===== config.mk =====
export PLATFORM = sky130hd
export DESIGN_NAME = occ_queue
export DESIGN_NICKNAME = d
export VERILOG_FILES = /design/src/sv/occ_pkg.sv /design/src/sv/occ_queue.sv
export SDC_FILE = /design/constraint.sdc
export NUM_CORES = 1
export LEC_CHECK = 0
export BUFFER_PORTS_ARGS = -buffer_cell sky130_fd_sc_hd__buf_4
export CAP_MARGIN = 40
export CORE_MARGIN = 2
export CORE_UTILIZATION = 52
export CTS_BUF_LIST = sky130_fd_sc_hd__clkbuf_8 sky130_fd_sc_hd__clkbuf_16
export DETAILED_ROUTE_END_ITERATION = 12
export HOLD_SLACK_MARGIN = 0.15
export PLACE_DENSITY_LB_ADDON = 0.12
export SYNTH_ARGS = -nofsm -noshare
export SYNTH_HDL_FRONTEND = slang
export SYNTH_SLANG_ARGS = --single-unit

===== constraint.sdc =====
create_clock -name clk -period 9.6 [get_ports clk]
set_input_delay 0.96 -clock clk [delete_from_list [all_inputs] [get_ports clk]]
set_output_delay 0.96 -clock clk [all_outputs]
set_load 0.01 [all_outputs]

===== src/sv/occ_pkg.sv =====
// Shared types, codes and constants for the occupancy grid segment checker.
package occ_pkg;

	localparam int GRID_W_DEF    = 256;
	localparam int GRID_H_DEF    = 256;
	localparam int MAX_STEPS_DEF = 512;

	localparam int STORE_AW   = 16;
	localparam int QDEPTH     = 2;
	localparam int DIV_BITS   = 34;
	localparam int ROOT_ITERS = 33;

	localparam logic [1:0] FN_WRITE = 2'd0;
	localparam logic [1:0] FN_POINT = 2'd1;
	localparam logic [1:0] FN_SEG   = 2'd2;

	localparam logic [2:0] REG_MIN_X   = 3'd0;
	localparam logic [2:0] REG_MIN_Y   = 3'd1;
	localparam logic [2:0] REG_MAX_X   = 3'd2;
	localparam logic [2:0] REG_MAX_Y   = 3'd3;
	localparam logic [2:0] REG_SCALE_X = 3'd4;
	localparam logic [2:0] REG_SCALE_Y = 3'd5;
	localparam logic [2:0] REG_STEP    = 3'd6;

	localparam logic [1:0] ST_FREE = 2'd0;
	localparam logic [1:0] ST_HIT  = 2'd1;
	localparam logic [1:0] ST_OUT  = 2'd2;

	localparam logic [8:0] PV_OFF_GRID = 9'h1FF;

	typedef struct packed {
		logic [1:0]          func;
		logic signed [31:0]  start_x;
		logic signed [31:0]  start_y;
		logic signed [31:0]  end_x;
		logic signed [31:0]  end_y;
		logic [15:0]         cell_addr;
		logic [7:0]          cell_value;
		logic                oob;
	} item_t;

	typedef struct packed {
		logic signed [31:0] min_x;
		logic signed [31:0] min_y;
		logic signed [31:0] max_x;
		logic signed [31:0] max_y;
		logic [31:0]        scale_x;
		logic [31:0]        scale_y;
		logic [31:0]        step_len;
	} cfg_t;

	typedef enum logic [3:0] {
		B_IDLE, B_SQX, B_SQY, B_SUM, B_ROOT, B_DIVN, B_NSET, B_DIVX, B_LOADY,
		B_DIVY, B_WALK0, B_SAMP, B_MULX, B_MULY, B_ADDR, B_CHK
	} bstate_t;

	typedef enum logic {B_RUN, B_DONE} bdone_t;

endpackage


===== src/sv/occ_queue.sv =====
// Short request queue between the front and back ends.
module occ_queue import occ_pkg::*; #(
	parameter int DEPTH = QDEPTH
) (
	input  logic   clk,
	input  logic   arst_n,
	input  logic   push,
	input  item_t  push_item,
	input  logic   pop,
	output item_t  head,
	output logic   empty,
	output logic   full
);

	localparam int AW = (DEPTH > 1) ? $clog2(DEPTH) : 1;
	localparam int CW = $clog2(DEPTH + 1);

	item_t          ent_q [DEPTH];
	logic [AW-1:0]  wp_q, rp_q;
	logic [CW-1:0]  cnt_q;

	assign empty = (cnt_q == '0);
	assign full  = (cnt_q == CW'(DEPTH));
	assign head  = ent_q[rp_q];

	always_ff @(posedge clk) begin
		if (push) begin
			ent_q[wp_q] <= push_item;
		end
	end

	always_ff @(posedge clk or negedge arst_n) begin
		if (!arst_n) begin
			wp_q  <= '0;
			rp_q  <= '0;
			cnt_q <= '0;
		end else begin
			if (push) begin
				wp_q <= (wp_q == AW'(DEPTH - 1)) ? '0 : wp_q + 1'b1;
			end
			if (pop) begin
				rp_q <= (rp_q == AW'(DEPTH - 1)) ? '0 : rp_q + 1'b1;
			end
			if (push && !pop) begin
				cnt_q <= cnt_q + 1'b1;
			end else if (pop && !push) begin
				cnt_q <= cnt_q - 1'b1;
			end
		end
	end

endmodule


* Word-level counts from Yosys, hierarchy flattened
Memory sizes are Yosys's and may differ from the RTL's.
Cells that the tools add are included.
** Operators by class
- $add $sub $neg :: 4
- $mul :: 0
- Div/mod/pow operators :: 0
- Order comparisons :: 0
- Eq/ne operators :: 1
- Shift operators :: 0
- Multiplexer cells :: 6
- Bitwise gates (word level) :: 0
- Reduce and logical (&&, ||, !) cells :: 6
** Operators with widths (number)
- two-way mux 1 bit :: 4
- two-way mux 2 bit :: 2
- adder 1 bit (second input constant) :: 2
- adder 2 x 1 -> 2 bit (second input constant) :: 1
- == test 2 bit (second input constant) :: 1
- logical AND 1 bit :: 2
- logical NOT 1 bit :: 2
- logical NOT 2 bit :: 1
- nonzero test 2 bit :: 1
- subtractor 2 x 1 -> 2 bit (second input constant) :: 1
** Word-level totals
- Flip-flop bits (word level) :: 4
- Bits in latches :: 0
- Memory bits (writable) :: 310
- Memory bits (read-only) :: 0
- Input port bits :: 159
- Output and inout port bits :: 157
- Memories kept :: 1
** Memories
- ent_q :: depth 2, bits a word 155, rd ports 1, clocked after Yosys merged registers in 0, write ports 1, RTL line occ_queue.sv:18 : item_t ent_q [DEPTH];

* Logic depth before layout (Yosys ltp)
- Depth after elaboration :: 4
- Gate-level depth with buffers :: 5
- Mapped depth without buffers :: 5

* Least setup slack after synthesis
No wires, ideal clock.
- Path type :: input-to-reg
- From :: input port push
- To :: memory ent_q[0][0] in the netlist's numbering, enable pin
- Setup time :: 0.690 ns
- Arrival time :: 7.661 ns
- Required time :: 8.910 ns
- Path slack :: 1.248 ns
- Stages :: 1
- Path buffers :: 0
- Path through :: nor2b_1
** Between the ends
- Cells in the longest elaborated chain, start to end :: 2
** Ends and longest elaborated chain
- start, declared :: RTL line occ_queue.sv:7 : input logic push,
- two-way mux 1 bit :: RTL line occ_queue.sv:27 : if (push) begin
- two-way mux 1 bit (implied by the code) :: RTL line occ_queue.sv:28 : ent_q[wp_q] <= push_item;
- end, declared :: RTL line occ_queue.sv:18
Every way passes these cells.

==> results.py <==
metrics = {
    "logic_synthesis": {
        "synthesis.nets": 658,
        "ys_types": 12,
        "avgSynthCellArea_um2": 22.94,
        "synthTopCellsByArea": "edfxtp_1 (81%), mux2_2 (15%), buf_6 (1.6%)",
        "synth_seq_area_share_pct": 82.35,
        "netlist.area_leader.share_pct": 81.47,
        "syn_area_um2": 11430,
        "synth-seq-cells": 314,
        "yosysWarnings": 0,
        "synth_cells": 498,
        "yosys.area.top_type": "edfxtp_1",
    },
    "global_routing": {
        "grt_pass1_wl_um": 33800,
        "grt.overflow.total": 0,
        "antenna_found_initial": 0,
        "grt_max_degree": 63,
        "grt_pass1_vias": 6235,
        "groute.usage.overall_pct": 18.63,
    },
    "drt": {
        "wire_per_inst_um": 19.55,
        "drtIter0Drc": 249,
        "firstDrtPassIters": 4,
        "drt-vias-per-instance": 5.076,
        "vias": 5797,
        "routed_wl_um": 22330,
        "drc": 0,
        "postRouteAntennaNets": 0,
    },
    "power_and_ir_drop": {
        "p_switching_mw": 1.197,
        "combPwrFrac_pct": 31.6,
        "p_clk_share_pct": 24.4,
        "swShare_pct": 27.82,
        "seq_power_share_pct": 44.1,
        "power.density_nw_per_um2": 287.4,
        "cellLeakagePower_nw": 5.695,
        "vdd_drop_max_v": 0.0001736,
        "intPower_mw": 3.106,
    },
    "clock_network": {
        "cts_hold_buf": 0,
        "htreeDepth": 1,
        "clk_latency_ps": 550,
        "clkSinkCount": 314,
        "cts_buffers": 31,
        "clk_pin_slew_ps": 60,
        "post-cts-setup-buffers": 0,
        "cts_resized": 0,
        "clock_path_buffers": 3,
        "clock-root-buffer": "clkbuf_16",
        "cts_tree": "done",
    },
    "outcome": {
        "status": "complete, no violations",
    },
    "floorplanning": {
        "core.rowCount": 54,
        "die_y_um": 152.2,
        "die_area_um2": 23170,
        "die_w_um": 152.2,
        "coreArea_um2": 21690,
        "io_pins": 316,
        "initial_core_util_pct": 52.68,
    },
    "setup_path": {
        "arrival_ps": 2790,
        "cp_data_required_time_ps": 8640,
        "crit_path_cell_trace": "buf_16, buf_4, buf_16, mux2_2, buf_4",
        "cp-start-kind": "flop",
        "crit_fanout": 62,
        "cp-end-kind": "output port",
        "crit_family": "buffers and inverters",
        "path_buf_inv": 4,
        "path_class": "flop to output port",
        "max_stage_delay_ps": 620,
        "cp_slowest_cell": "dfrtp_4",
    },
    "sta": {
        "hold_viol_final": 0,
        "rsz0062_at_grt": "false",
        "fin_crit_sh_pct": 39.02,
        "worstMarginPinSlew_ps": 770.9,
        "period_needed_ps": 3746,
        "setup_violations": 0,
        "finalSetupTns_ps": 0,
        "skew_ps": 10.71,
        "drv_slew": 0,
        "relSlewSlack_pct": 48.61,
        "fmax_ghz": 0.2669,
    },
    "cells_and_area": {
        "fin_nets": 997,
        "final.fill_count": 1433,
        "final_cells": 1142,
        "drive_gt1_share_pct": 60.09,
        "area_growth_pct": 31.06,
        "n_antenna_cell": 0,
    },
    "placement": {
        "hpwl_um": 15220,
        "portBuffers": 315,
        "dp_cells": 1084,
        "gp_congestion": 0.7651,
    },
    "flow_run": {
        "max_cap_viol_count": 0,
    },
    "min_path": {
        "min_path_type": "input pin to asynchronous set/reset pin",
    },
}
-- power groups by stage --
stage,Combinational (mW),Sequential (mW),Clock (mW)
floorplan,0.791,1.94,0
global placement,1.28,1.96,0
detailed placement,1.37,1.93,0
CTS,1.38,1.90,1.07
global route,1.45,1.92,1.12
finish,1.36,1.90,1.05
-- sequential cells by signal, summed over array words and instances, names as in the netlist --
register	flops
ent_q	310
cnt_q	2
rp_q	1
wp_q	1
-- through the flow --
| step | setup slack (ps) | cell area (um^2) | utilization (%) | total power, mW | hold WS (ps) |
|---|---|---|---|---|---|
| 2_1_floorplan | 1248 | 11430 | - | 2.736 | 455.5 |
| 3_3_place_gp | 5942 | 14010 | 64.58 | 3.241 | 473.5 |
| 3_5_place_dp | 6412 | 14080 | 64.93 | 3.301 | 512.3 |
| 4_1_cts | 5825 | 14970 | 69.04 | 4.352 | 179.4 |
| 5_1_grt | 5716 | 14970 | 69.04 | 4.489 | 184.5 |
| 6_report | 5854 | 14970 | 69.04 | 4.304 | 202.2 |
-- cell usage after synthesis --
library cell and number:
inv_1 1, dfrtp_1 4, ha_1 1, buf_6 16
mux2_2 155, nor2b_1 2, and2_1 1, nor2_1 2
xor2_1 4, edfxtp_1 310, buf_2 1, xnor2_1 1
-- worst reg2reg max path, stage by stage (launching register included) --
cell	delay (ps)
dfrtp_1	430
nor2b_4	570
buf_4	560
buf_12	310
-- kinds of logic after synthesis --
kind of cell,share of synthesized area (%)
and+or+nand+nor,0.2300
muxes,15.28
xor gates and xnor gates,0.3833
buffers and inverters,1.653
DFF,82.35
adders and majority gates,0.1095
-- cell type report --
class                   instances  area, um^2  share of cell area (%)
repair buffers                323        2477                   16.54
flip-flops and latches        314        9413                   62.86
inverters                       1       3.754                 0.02507
multi-input cells             166        1838                   12.27
well taps                     280       350.3                   2.340
clock inverters                27       116.4                  0.7771
clock buffers                  31       775.7                   5.180
-- worst paths after layout --
path | startpoint | endpoint | slack (ps) | cells past startpoint
worst max-delay path | rp_q$_DFFE_PN0P_ | head[53] | 5850 | 5
worst min-delay path | arst_n | rp_q$_DFFE_PN0P_ | 200 | 1
worst max register to register | wp_q$_DFFE_PN0P_ | ent_q[0][19]$_DFFE_PP_ | 7370 | 3
worst min register to register | cnt_q[1]$_DFFE_PN0P_ | cnt_q[1]$_DFFE_PN0P_ | 530 | 1
max in group asynchronous | arst_n | rp_q$_DFFE_PN0P_ | 9290 | 1
min in group clk | cnt_q[1]$_DFFE_PN0P_ | cnt_q[1]$_DFFE_PN0P_ | 530 | 1
-- per-layer routing --
metal | share of wire, % | routed length [um] | global-route usage, % | up-vias
met5 | 0 | 0 | 0 | -
met4 | 3.7 | 816 | 6.854 | 0
met3 | 9.9 | 2219 | 6.854 | 50
met2 | 50 | 11070 | 31.83 | 252
met1 | 37 | 8223 | 21.70 | 2839
li1 | - | - | - | 2656
-- cell usage in the layout (no fill, tap or decap) --
| cell type | netlist | layout |
|---|---|---|
| xnor2_1 | 1 | 1 |
| xor2_1 | 4 | 4 |
| ha_1 | 1 | 1 |
| inv_1 | 1 | 19 |
| buf_12 | 0 | 1 |
| mux2_2 | 155 | 155 |
| and2_4 | 0 | 1 |
| clkbuf_16 | 0 | 31 |
| inv_6 | 0 | 2 |
| buf_4 | 0 | 320 |
| nor2b_1 | 2 | 1 |
| nor2_1 | 2 | 2 |
| nor2b_4 | 0 | 1 |
| dfrtp_4 | 0 | 1 |
| dfrtp_1 | 4 | 3 |
| buf_16 | 0 | 2 |
| clkinv_1 | 0 | 3 |
| clkinv_2 | 0 | 4 |
| edfxtp_1 | 310 | 310 |
Note: power is estimated with default switching activity, not from simulation.
