--- config.mk ---
export PLATFORM = sky130hd
export DESIGN_NAME = occ_front
export DESIGN_NICKNAME = d
export VERILOG_FILES = /design/src/sv/occ_pkg.sv /design/src/sv/occ_front.sv
export SDC_FILE = /design/constraint.sdc
export NUM_CORES = 1
export LEC_CHECK = 0
export BUFFER_PORTS_ARGS = -buffer_cell sky130_fd_sc_hd__buf_4
export CAP_MARGIN = 10
export CORE_AREA = 2 2 211 213
export CTS_BUF_LIST = sky130_fd_sc_hd__clkbuf_8
export DETAILED_ROUTE_END_ITERATION = 16
export DIE_AREA = 0 0 213 215
export PLACE_DENSITY = 0.5
export SYNTH_ARGS = -nofsm -noshare
export SYNTH_HDL_FRONTEND = slang
export SYNTH_SLANG_ARGS = --single-unit
--- constraint.sdc ---
create_clock -name clk -period 3.1 [get_ports clk]
set_input_delay 0.155 -clock clk [delete_from_list [all_inputs] [get_ports clk]]
set_output_delay 0.155 -clock clk [all_outputs]
set_load 0.05 [all_outputs]
--- src/sv/occ_pkg.sv ---
// Shared types, codes and constants for the occupancy grid segment checker.
package occ_pkg;

	localparam int GRID_W_DEF    = 256;
	localparam int GRID_H_DEF    = 256;
	localparam int MAX_STEPS_DEF = 512;

	localparam int STORE_AW   = 16;
	localparam int QDEPTH     = 2;
	localparam int DIV_BITS   = 34;
	localparam int ROOT_ITERS = 33;

	localparam logic [1:0] FN_WRITE = 2'd0;
	localparam logic [1:0] FN_POINT = 2'd1;
	localparam logic [1:0] FN_SEG   = 2'd2;

	localparam logic [2:0] REG_MIN_X   = 3'd0;
	localparam logic [2:0] REG_MIN_Y   = 3'd1;
	localparam logic [2:0] REG_MAX_X   = 3'd2;
	localparam logic [2:0] REG_MAX_Y   = 3'd3;
	localparam logic [2:0] REG_SCALE_X = 3'd4;
	localparam logic [2:0] REG_SCALE_Y = 3'd5;
	localparam logic [2:0] REG_STEP    = 3'd6;

	localparam logic [1:0] ST_FREE = 2'd0;
	localparam logic [1:0] ST_HIT  = 2'd1;
	localparam logic [1:0] ST_OUT  = 2'd2;

	localparam logic [8:0] PV_OFF_GRID = 9'h1FF;

	typedef struct packed {
		logic [1:0]          func;
		logic signed [31:0]  start_x;
		logic signed [31:0]  start_y;
		logic signed [31:0]  end_x;
		logic signed [31:0]  end_y;
		logic [15:0]         cell_addr;
		logic [7:0]          cell_value;
		logic                oob;
	} item_t;

	typedef struct packed {
		logic signed [31:0] min_x;
		logic signed [31:0] min_y;
		logic signed [31:0] max_x;
		logic signed [31:0] max_y;
		logic [31:0]        scale_x;
		logic [31:0]        scale_y;
		logic [31:0]        step_len;
	} cfg_t;

	typedef enum logic [3:0] {
		B_IDLE, B_SQX, B_SQY, B_SUM, B_ROOT, B_DIVN, B_NSET, B_DIVX, B_LOADY,
		B_DIVY, B_WALK0, B_SAMP, B_MULX, B_MULY, B_ADDR, B_CHK
	} bstate_t;

	typedef enum logic {B_RUN, B_DONE} bdone_t;

endpackage

--- src/sv/occ_front.sv ---
// Front end: accepts requests, tests segment endpoints against the box, drops unused codes.
module occ_front import occ_pkg::*; (
	input  logic          clk,
	input  logic          arst_n,
	input  logic          s_tvalid,
	output logic          s_tready,
	input  logic [151:0]  s_tdata,
	input  logic [1:0]    s_tuser,
	input  cfg_t          cfg,
	input  logic          q_full,
	output logic          q_push,
	output item_t         q_item,
	output logic          busy
);

	logic in_s, in_e;
	logic seen_q;

	always_comb begin
		q_item.func       = s_tuser;
		q_item.start_x    = s_tdata[31:0];
		q_item.start_y    = s_tdata[63:32];
		q_item.end_x      = s_tdata[95:64];
		q_item.end_y      = s_tdata[127:96];
		q_item.cell_addr  = s_tdata[143:128];
		q_item.cell_value = s_tdata[151:144];
		in_s = (q_item.start_x >= cfg.min_x) && (q_item.start_x < cfg.max_x) &&
		       (q_item.start_y >= cfg.min_y) && (q_item.start_y < cfg.max_y);
		in_e = (q_item.end_x >= cfg.min_x) && (q_item.end_x < cfg.max_x) &&
		       (q_item.end_y >= cfg.min_y) && (q_item.end_y < cfg.max_y);
		q_item.oob = !(in_s && in_e);
	end

	assign s_tready = !q_full;
	// drop the unused code here so the back end never sees it
	assign q_push   = s_tvalid && s_tready && (s_tuser != 2'd3);

	// registered activity flag: high the cycle after an accepted transfer; the top reads it on cfg writes
	always_ff @(posedge clk or negedge arst_n) begin
		if (!arst_n) begin
			seen_q <= 1'b0;
		end else begin
			seen_q <= s_tvalid && s_tready;
		end
	end
	assign busy = seen_q;

endmodule

# After elaboration in Yosys (flattened, before gate mapping)
# Index checks and enable logic that the tools add are counted.
[word_totals]
ff_bits = 1
latch_bits = 0
ramBits = 0
romBits = 0
input_bits = 382
output_inout_bits = 158
elab_cells = 21
mem_count = 0
[op_classes]
n_addsub = 0
multipliers = 0
div_mod_pow = 0
n_lt_le_gt_ge = 8
n_eq_ne = 1
shifts = 0
muxes = 0
n_bitwise = 0
n_reduce_logical = 11
[ops]
columns = ["op", "n"]
rows = [
  [">= comparator 32 bit", 4],
  ["less-than comparator 32 bit", 4],
  ["logical AND 1 bit", 9],
  ["logical NOT 1 bit", 2],
  ["!= test 2 bit, second input constant", 1],
]

# Longest topological paths before layout
# Gate-level depths: netlist of run 1.
[depth]
word_depth = 6
ltp_mapped = 10
depth_no_buf = 10

# Worst setup path after synthesis of run 1
# Ideal clock, no wire load.
[synth_timing]
path_kind = "input to output"
start = "input cfg[191] in the netlist's numbering"
end = "output q_item[0] in the netlist's numbering"
arrival_time_ns = 2.454
t_required_ns = 2.945
slack_ns = 0.491
path_stages = 9
path_cell_list = "inv_1 > ha_1 > nand4_1 > or4_1 > nor3_1 > a21oi_1 > xor2_1 > a21oi_1 > or4_1"
[synth_lines]
columns = ["element", "line", "source"]
rows = [
  ["start, declared", "occ_front.sv:9", "input cfg_t cfg,"],
  ["end, declared", "occ_front.sv:12", "output item_t q_item,"],
]

==> reports/results.ini, run 1 <==
[drt]
ant_nets = 0
drt-total-wl_um = 32000
initialDrtViolationCount = 240
route.vias.total = 7423
drc = 0
detail_route.wl_per_cell_um = 17.9
via_per_inst = 4.15
drt_pass1_iterations = 4

[yosys]
synth_top_cell_area_share_pct = 44.2
synth_commonest_cells = ha_1, buf_4, inv_1
synth_area_um2 = 7140
synthTopCellsByArea = ha_1, buf_4, inv_1
synth_largest_area_cell = ha_1
syn_nets = 1560
syn_area_per_cell_um2 = 7.71
synthMostInstantiatedCell = ha_1
async_reset_ff_share_pct = 100
ys_ff_latch = 1
netlist_instances = 926
yosysSeqAreaShare_pct = 0.351
synth_enable_flop_cells = 0
yosys_warnings = 0
synthFlopType = dfrtp_1
synth.distinct_cells = 48

[setup_path]
worstPathBufferInverterCount = 3
cpMostUsedCell = a21oi_1
worst_path_max_delay_cell = or4_1
cp-end-kind = primary output
slowest_delay_ns = 0.58
cp.arrival_ns = 2.78
crit_family = simple AND/OR/NAND/NOR gates
critical_path_cell_count = 11
crit_path_start_kind = primary input
critical_path_class = primary input to primary output
crit_fanout = 3
crit_required_ns = 2.94
crit_path_cell_trace = buf_4 -> inv_1 -> ha_1 -> nand4_1 -> or4_1 -> nor3_1 -> a21oi_1 -> xor2_1 -> a21oi_1 -> or4_4 -> buf_6

[final_layout]
areaGrowthSynthToFinish_pct = 39.9
drive_gt1_share_pct = 36.8
final_cells = 1788
final_cell_area_um2 = 9980
largest_reg_flops = 1
fillerInstances = 4869
nets = 1831

[timing]
min_period_over_period_pct = 94.8
slew_headroom_pct = 62.8
hold_viol = 0
tightest_slew_ns = 0.544
setup_viol = 0
fin_crit_ns = 2.94
max_freq_mhz = 340
slew_violations = 0

[grt]
antenna_found_initial = 5
grt_max_degree = 5
grt_first_pass_wirelength_um = 45800
track_usage_pct = 13.2
grt-ovfl-total = 0
grt_pass1_vias = 7461

[floorplan]
start_util_pct = 16.3
row_count = 77
dieArea_um2 = 45800
io_pins = 540
die_width_um = 213
coreArea_um2 = 43600
die_h_um = 215

[hold_path]
min_from = s_tdata[142]
hp-class = primary input to primary output
worstHoldPathCells = 0
hold_path_end = q_item[23]

[place]
place_congestion = 0.843
dp.cells = 1785
placed_cell_area_um2 = 9880
dpl.hpwl_um = 29900
port_buffers = 395

[run_status]
status = finished clean

[power_and_ir_drop]
peakVddDrop_v = 0.0000671
leakage_uw = 0.00550
p_per_area_nw_per_um2 = 168

[flow_run]
maxCapViolCount = 0

-- per-stage QoR --
stage	hold slack, ns	utilization (%)	power, uW	setup TNS, ns	setup WS (ns)
global route	0.310	22.9	1850	-0.00592	-0.00592
finish	0.310	22.9	1680	0	0.160
global placement	-0.0665	22.6	1650	-0.114	-0.114
floorplan	-0.141	-	1130	0	0.491
CTS	0.310	22.7	1680	0	0.00454
detailed placement	-0.0668	22.6	1670	-0.127	-0.127
-- how the worst max path moves through the flow --
stage                      endpoint  slack [ns]        start
after floorplan           q_item[0]        0.49     cfg[191]
after global placement    q_item[0]       -0.11  s_tdata[39]
after detailed placement  q_item[0]       -0.13  s_tdata[39]
after CTS                 q_item[0]       0.005  s_tdata[78]
after global routing      q_item[0]      -0.006     cfg[223]
final                     q_item[0]        0.16     cfg[191]
-- cells in the final DEF (no fill, tap or decap), types with 7 or more instances in the layout --
| cell type | netlist | layout |
|---|---|---|
| nor3_1 | 7 | 7 |
| inv_1 | 137 | 137 |
| o21ai_0 | 28 | 27 |
| a211oi_1 | 16 | 16 |
| nor2_1 | 20 | 20 |
| o211ai_1 | 9 | 9 |
| nand2_1 | 42 | 42 |
| nand4_1 | 42 | 42 |
| a21oi_1 | 84 | 81 |
| buf_4 | 154 | 421 |
| ha_1 | 252 | 250 |
| nor2b_1 | 9 | 9 |
| a21o_1 | 33 | 33 |
| nand3_1 | 20 | 20 |
-- logic make-up after synthesis --
| family | synth area share [%] |
|---|---|
| buffers and inverters | 23.4 |
| adder cells (fa/ha/maj) | 44.2 |
| AO/OA/AOI/OAI | 19.2 |
| AND/OR/NAND/NOR | 12.2 |
| multiplexers | 0.456 |
| XOR/XNOR | 0.246 |
| flip-flops | 0.351 |
-- report_power, final --
part,switching (uW),total [uW],internal (uW)
clock network,0,0.0000137,0.0000137
registers,0.154,14.1,13.9
logic,972,1670,693
-- routing by layer --
layer / global-route usage, % / share of wire [%] / vias to the layer above
li1: - / - / 3735
met3: 3.07 / 7.1 / 30
met2: 20.6 / 43 / 221
met4: 1.42 / 1.2 / 6
met5: 0 / 0.11 / -
met1: 18.9 / 49 / 3431
-- area by class of cell --
type,instances,area [um^2],share of cell area [%]
inverter,137,514,5.15
antenna,1,2.50,0.0251
tap,592,741,7.42
timing repair buffer,423,3180,31.9
sequential,1,25.0,0.251
multi-input combinational,634,5520,55.3
-- timing repair --
action | in CTS | in global routing
hold buffers | 1 | 0
cloned | 0 | 0
endpoints found under the hold margin | 1 | 0
endpoints found under the setup margin | 1 | 1
gates resized for setup | 3 | 13
setup buffers | 0 | 1
pin swaps | 3 | 3
(Power assumes the default switching activity.)
==> inputs of run 2 (changes only) <==
- ABC_AREA: default -> 1
- CORE_AREA: 2 2 211 213 -> 2 2 209 211
- DIE_AREA: 0 0 213 215 -> 0 0 211 213
- GPL_TIMING_DRIVEN: default -> 0
- PLACE_DENSITY: 0.5 -> 0.51
==> reports/results.ini, run 2 <==
[yosys]
synth_top_cell_area_share_pct = 42.4  ; -1.8 points
synth_enable_flop_cells = 0  ; unchanged
syn_nets = 1757  ; +13%
yosysSeqAreaShare_pct = 0.336  ; -0.014 points
synth_largest_area_cell = ha_1
async_reset_ff_share_pct = 100  ; unchanged
synth.distinct_cells = 29  ; -40%
synth_commonest_cells = ha_1, nand2_1, inv_1
synthTopCellsByArea = ha_1, buf_4, nand2_1
yosys_warnings = 0  ; unchanged
syn_area_per_cell_um2 = 6.63  ; -14%
netlist_instances = 1123  ; +21%
synthFlopType = dfrtp_1
synthMostInstantiatedCell = ha_1
ys_ff_latch = 1  ; unchanged
synth_area_um2 = 7440  ; +4.3%

[setup_path]
crit_fanout = 3  ; unchanged
crit_required_ns = 2.94  ; about the same
worst_path_max_delay_cell = ha_1
cp-end-kind = primary output
critical_path_class = primary input to primary output
crit_path_start_kind = primary input
crit_family = simple AND/OR/NAND/NOR gates
crit_path_end = q_item[0]
slowest_delay_ns = 0.30  ; -0.28 ns
cp.arrival_ns = 2.28  ; -0.50 ns
crit_path_cell_trace = buf_4 -> ha_1 -> nand2_1 -> nor2_1 -> nand4_2 -> nor3b_2 -> nand4_1 -> nand3_1 -> nand2_1 -> nor2_1 -> nand3_1 -> buf_4
crit_start = s_tdata[23]
critical_path_cell_count = 12  ; +1
worstPathBufferInverterCount = 2  ; -1

[power_and_ir_drop]
p_per_area_nw_per_um2 = 167  ; -0.65%
peakVddDrop_v = 0.0000847  ; +26%
leakage_uw = 0.00676  ; +23%

[final_layout]
areaGrowthSynthToFinish_pct = 51.6
final_cell_mix = buf_4, ha_1, nand2_1
fillerInstances = 4708  ; -3.3%
nets = 2179  ; +19%
largest_reg_flops = 1  ; unchanged
drive_gt1_share_pct = 38.6  ; +1.8 points
final_cells = 2090  ; +17%
final_common_cell = buf_4

[cts]
cts_resized = 0  ; -3
post_cts_buffers = 0  ; unchanged
postCtsHoldBufs = 1  ; unchanged
clkTransAtPathRegs_ns = 0

[drt]
initialDrtViolationCount = 208  ; -13%
drc = 0  ; unchanged
ant_nets = 0  ; unchanged
detail_route.wl_per_cell_um = 14.1  ; -21%
via_per_inst = 4.00  ; -3.6%
drt-total-wl_um = 29500  ; -7.8%
drt_pass1_iterations = 4  ; unchanged
route.vias.total = 8366  ; +13%

[timing]
fin_crit_ns = 2.44  ; -0.505 ns
tns_ns = 0  ; unchanged
hold_viol = 0  ; unchanged
whs_ns = 0.373  ; +0.0633 ns
min_period_over_period_pct = 78.5  ; -16 points
tightest_slew_ns = 0.393  ; -0.151 ns
rsz0062_at_grt = false
slew_violations = 0  ; unchanged
setup_viol = 0  ; unchanged
max_freq_mhz = 411  ; +21%
slew_headroom_pct = 73.5  ; +11 points

[grt]
grt_max_degree = 6  ; +1
antenna_found_initial = 0  ; -5
grt_first_pass_wirelength_um = 44100  ; -3.8%
grt_pass1_vias = 8358  ; +12%
grt-ovfl-total = 0  ; unchanged
track_usage_pct = 12.5  ; -0.76 points

[hold_path]
hp-class = primary input to register

[place]
dpl.hpwl_um = 28100  ; -6.0%
place_congestion = 0.872  ; +3.4%
port_buffers = 419  ; +6.1%
dp.cells = 2088  ; +17%

[floorplan]
die_width_um = 211  ; -0.94%
start_util_pct = 17.4  ; +1.1 points
dieArea_um2 = 44900  ; -1.9%
row_count = 76  ; -1.3%
coreArea_um2 = 42700  ; -2.2%
io_pins = 540  ; unchanged
die_h_um = 213  ; -0.93%

[flow_run]
maxCapViolCount = 0  ; unchanged

[run_status]
status = finished clean

## run 2: changes by cell type after synthesis, moves of 24 or more
cell,delta
a21o_1,-28
nor2_1,+41
a21oi_1,+39
inv_1,+36
nand2_1,+188
nand4_1,-24
## run 2: stage by stage
step	setup slack [ns]	utilization [%]	cell area, um^2	power (uW)
after floorplan	1.23	-	7440	1170
after global placement	0.639	26.4	11300	1880
after detailed placement	0.567	26.4	11300	1910
after CTS	0.566	26.4	11300	1920
after global routing	0.513	26.4	11300	2100
final	0.665	26.4	11300	1890
## run 2: layer usage
| layer | track usage, % | part of all wire [%] | up-vias |
|---|---|---|---|
| met5 | 0 | 0 | - |
| met4 | 1.82 | 1.6 | 0 |
| met3 | 1.66 | 5.8 | 16 |
| met2 | 24.9 | 52 | 280 |
| met1 | 14.2 | 40 | 3681 |
| li1 | - | - | 4389 |
## run 2: kinds of logic after synthesis
family,count (synthesis),synth area share (%)
adder cells (fa/ha/maj),252,42.4
AND/OR/NAND/NOR,350,19.6
AO/OA/AOI/OAI,177,12.7
flip-flops,1,0.336
buffers and inverters,343,25.1
## run 2: how the worst min path moves through the flow
stage,from,endpoint,slack [ns],cells after the start
floorplan,arst_n,busy$_DFF_PN0_,-0.14,0
detailed placement,arst_n,busy$_DFF_PN0_,-0.07,1
CTS,q_full,busy$_DFF_PN0_,0.38,2
global placement,arst_n,busy$_DFF_PN0_,-0.07,1
finish,q_full,busy$_DFF_PN0_,0.37,2
global route,q_full,busy$_DFF_PN0_,0.38,2
## run 2: cell type report
type	instances	area, um^2	area share (%)
Multi-Input combinational cell	779	5550	49.2
Timing Repair Buffer	420	3160	28.0
Buffer	154	1160	10.2
Inverter	189	709	6.29
Tap cell	546	683	6.06
Sequential cell	1	25.0	0.222
Antenna cell	1	2.50	0.0222
## run 2: power breakdown
part	internal (uW)	switching (uW)	leakage (uW)	total (uW)
logic	796	1080	0.00675	1870
registers	14.0	0.833	0.0000129	14.8
clock network	0.0000431	0	0.00000000634	0.0000431
==> inputs of run 3 (changes only) <==
- ABC_AREA: 1 -> 0
- CORE_AREA: 2 2 209 211 -> 2 2 211 213
- DIE_AREA: 0 0 211 213 -> 0 0 213 215
- PLACE_DENSITY: 0.51 -> 0.5
- clock period: 3.1 -> 2.3 ns (I/O delays scaled with it)
==> reports/results.ini, run 3 (synthesis gave the netlist of run 1 again) <==
[cts]
clkTransAtPathRegs_ns = 0  ; unchanged

[final_layout]
final_cell_area_um2 = 11600  ; +3.3%
seq_area_um2 = 25.0  ; unchanged
final_cell_mix = buf_4, ha_1, inv_1
drive_gt1_share_pct = 47.9  ; +9.2 points
areaGrowthSynthToFinish_pct = 63.3
n_antenna_cell = 0  ; -1
final_util_pct = 26.7  ; +0.27 points
fillerInstances = 4762  ; +1.1%
largest_reg_flops = 1  ; unchanged
multi_input_area_um2 = 5950  ; +7.2%
nets = 1988  ; -8.8%
final_common_cell = buf_4

[drt]
drt_pass1_iterations = 5  ; +1
initialDrtViolationCount = 230  ; +11%
detail_route.wl_per_cell_um = 15.8  ; +12%
drt-total-wl_um = 30700  ; +4.1%
route.vias.total = 7826  ; -6.5%
drc = 0  ; unchanged
ant_nets = 0  ; unchanged
via_per_inst = 4.03  ; +0.57%

[setup_path]
slowest_delay_ns = 0.57  ; +0.27 ns
cp-end-kind = primary output
worstPathBufferInverterCount = 2  ; unchanged
crit_fanout = 3  ; unchanged
cp.arrival_ns = 2.68  ; +0.40 ns
crit_family = simple AND/OR/NAND/NOR gates
crit_path_start_kind = primary input
crit_required_ns = 2.18  ; -0.76 ns
worst_path_max_delay_cell = or4_4
crit_path_cell_trace = buf_8 -> ha_4 -> nand4_1 -> nor3_4 -> nand4_1 -> o2111ai_2 -> a21oi_2 -> xor2_1 -> a21oi_2 -> or4_4 -> buf_12
critical_path_class = primary input to primary output

[floorplan]
die_width_um = 213  ; +0.95%
coreArea_um2 = 43600  ; +2.2%
start_util_pct = 16.3  ; -1.1 points
io_pins = 540  ; unchanged
die_h_um = 215  ; +0.94%
dieArea_um2 = 45800  ; +1.9%
row_count = 77  ; +1.3%

[flow_run]
maxCapViolCount = 0  ; unchanged

[grt]
grt_max_degree = 5  ; -1
grt_pass1_vias = 8040  ; -3.8%
antenna_found_initial = 1  ; +1
track_usage_pct = 12.6  ; +0.14 points
grt-ovfl-total = 0  ; unchanged
grt_first_pass_wirelength_um = 44700  ; +1.5%

[hold_path]
hp-class = primary input to register
worstHoldPathCells = 2  ; unchanged
min_from = q_full
hold_path_end = busy$_DFF_PN0_

[run_status]
violations = negative setup slack
status = finished with violations

[timing]
min_period_over_period_pct = 122
hold_viol = 0  ; unchanged
slew_violations = 0  ; unchanged
setup_viol = 1  ; +1
max_freq_mhz = 357
rsz0062_at_grt = true
slew_headroom_pct = 67.4  ; -6.1 points
tightest_slew_ns = 0.477  ; +0.0841 ns
whs_ns = 0.307  ; -0.0666 ns
fin_crit_ns = 2.80
fin_ws_ns = -0.499  ; -1.16 ns

[power_and_ir_drop]
leakage_uw = 0.00638  ; -5.6%
peakVddDrop_v = 0.000107  ; +26%
p_per_area_nw_per_um2 = 225  ; +35%

[place]
port_buffers = 419  ; unchanged
dpl.hpwl_um = 28500  ; +1.4%
placed_cell_area_um2 = 11100  ; -1.5%
place_congestion = 0.845  ; -3.1%

## run 3: changes by cell type in the layout (fill, tap and decap cells not counted), moves of 15 or more
cell	before	now
a21o_1	5	33
a21oi_1	123	80
ha_1	252	237
ha_4	0	15
inv_1	173	126
nand2_1	230	42
nand4_1	18	42
nor2_1	61	20
## run 3: routing by layer
layer  global-route usage (%)  routed length, um
met1                     15.9              13300
met2                     23.6              15200
met3                     1.18               1810
met4                     1.19                362
met5                        0                  0
## run 3: worst max-delay path by stage
| stage | end | depth (start not counted) | startpoint |
|---|---|---|---|
| after global routing | q_item[0] | 11 | s_tdata[111] |
| after detailed placement | q_item[0] | 12 | cfg[111] |
| after floorplan | q_item[0] | 9 | cfg[135] |
| after CTS | q_item[0] | 12 | cfg[206] |
| after global placement | q_item[0] | 11 | s_tdata[39] |
| final | q_item[0] | 11 | s_tdata[111] |
## run 3: per-stage QoR
stage,worst slack (ns),power (uW),cells,setup TNS [ns]
CTS,-0.531,2600,1942,-0.531
floorplan,0.00224,1530,926,0
global route,-0.601,2880,1944,-0.601
detailed placement,-1.08,2520,1937,-1.08
finish,-0.499,2620,1944,-0.499
global placement,-1.09,2480,1937,-1.09
## run 3: cell type report
class	count	area share (%)
flip-flops and latches	1	0.215
repair buffers	426	27.9
multi-input cells	634	51.1
plain buffers	154	9.92
inverters	137	4.54
well taps	592	6.36
## run 3: where the power goes
part / leakage, uW / switching, uW / internal (uW) / total, uW
combinational: 0.00637 / 1470 / 1140 / 2610
clock: 0 / 0 / 0 / 0
sequential: 0.0000129 / 0.241 / 18.8 / 19.0
total: 0.00638 / 1470 / 1160 / 2620
## run 3: what timing repair did
item / 4_1_cts / 5_1_grt
setup endpoints to repair: 1 / 1
cloned: 0 / 0
hold buffers: 1 / 0
endpoints found under the hold margin: 1 / 0
pin swaps: 20 / 23
buffers inserted: 4 / 2
resized for setup: 46 / 47
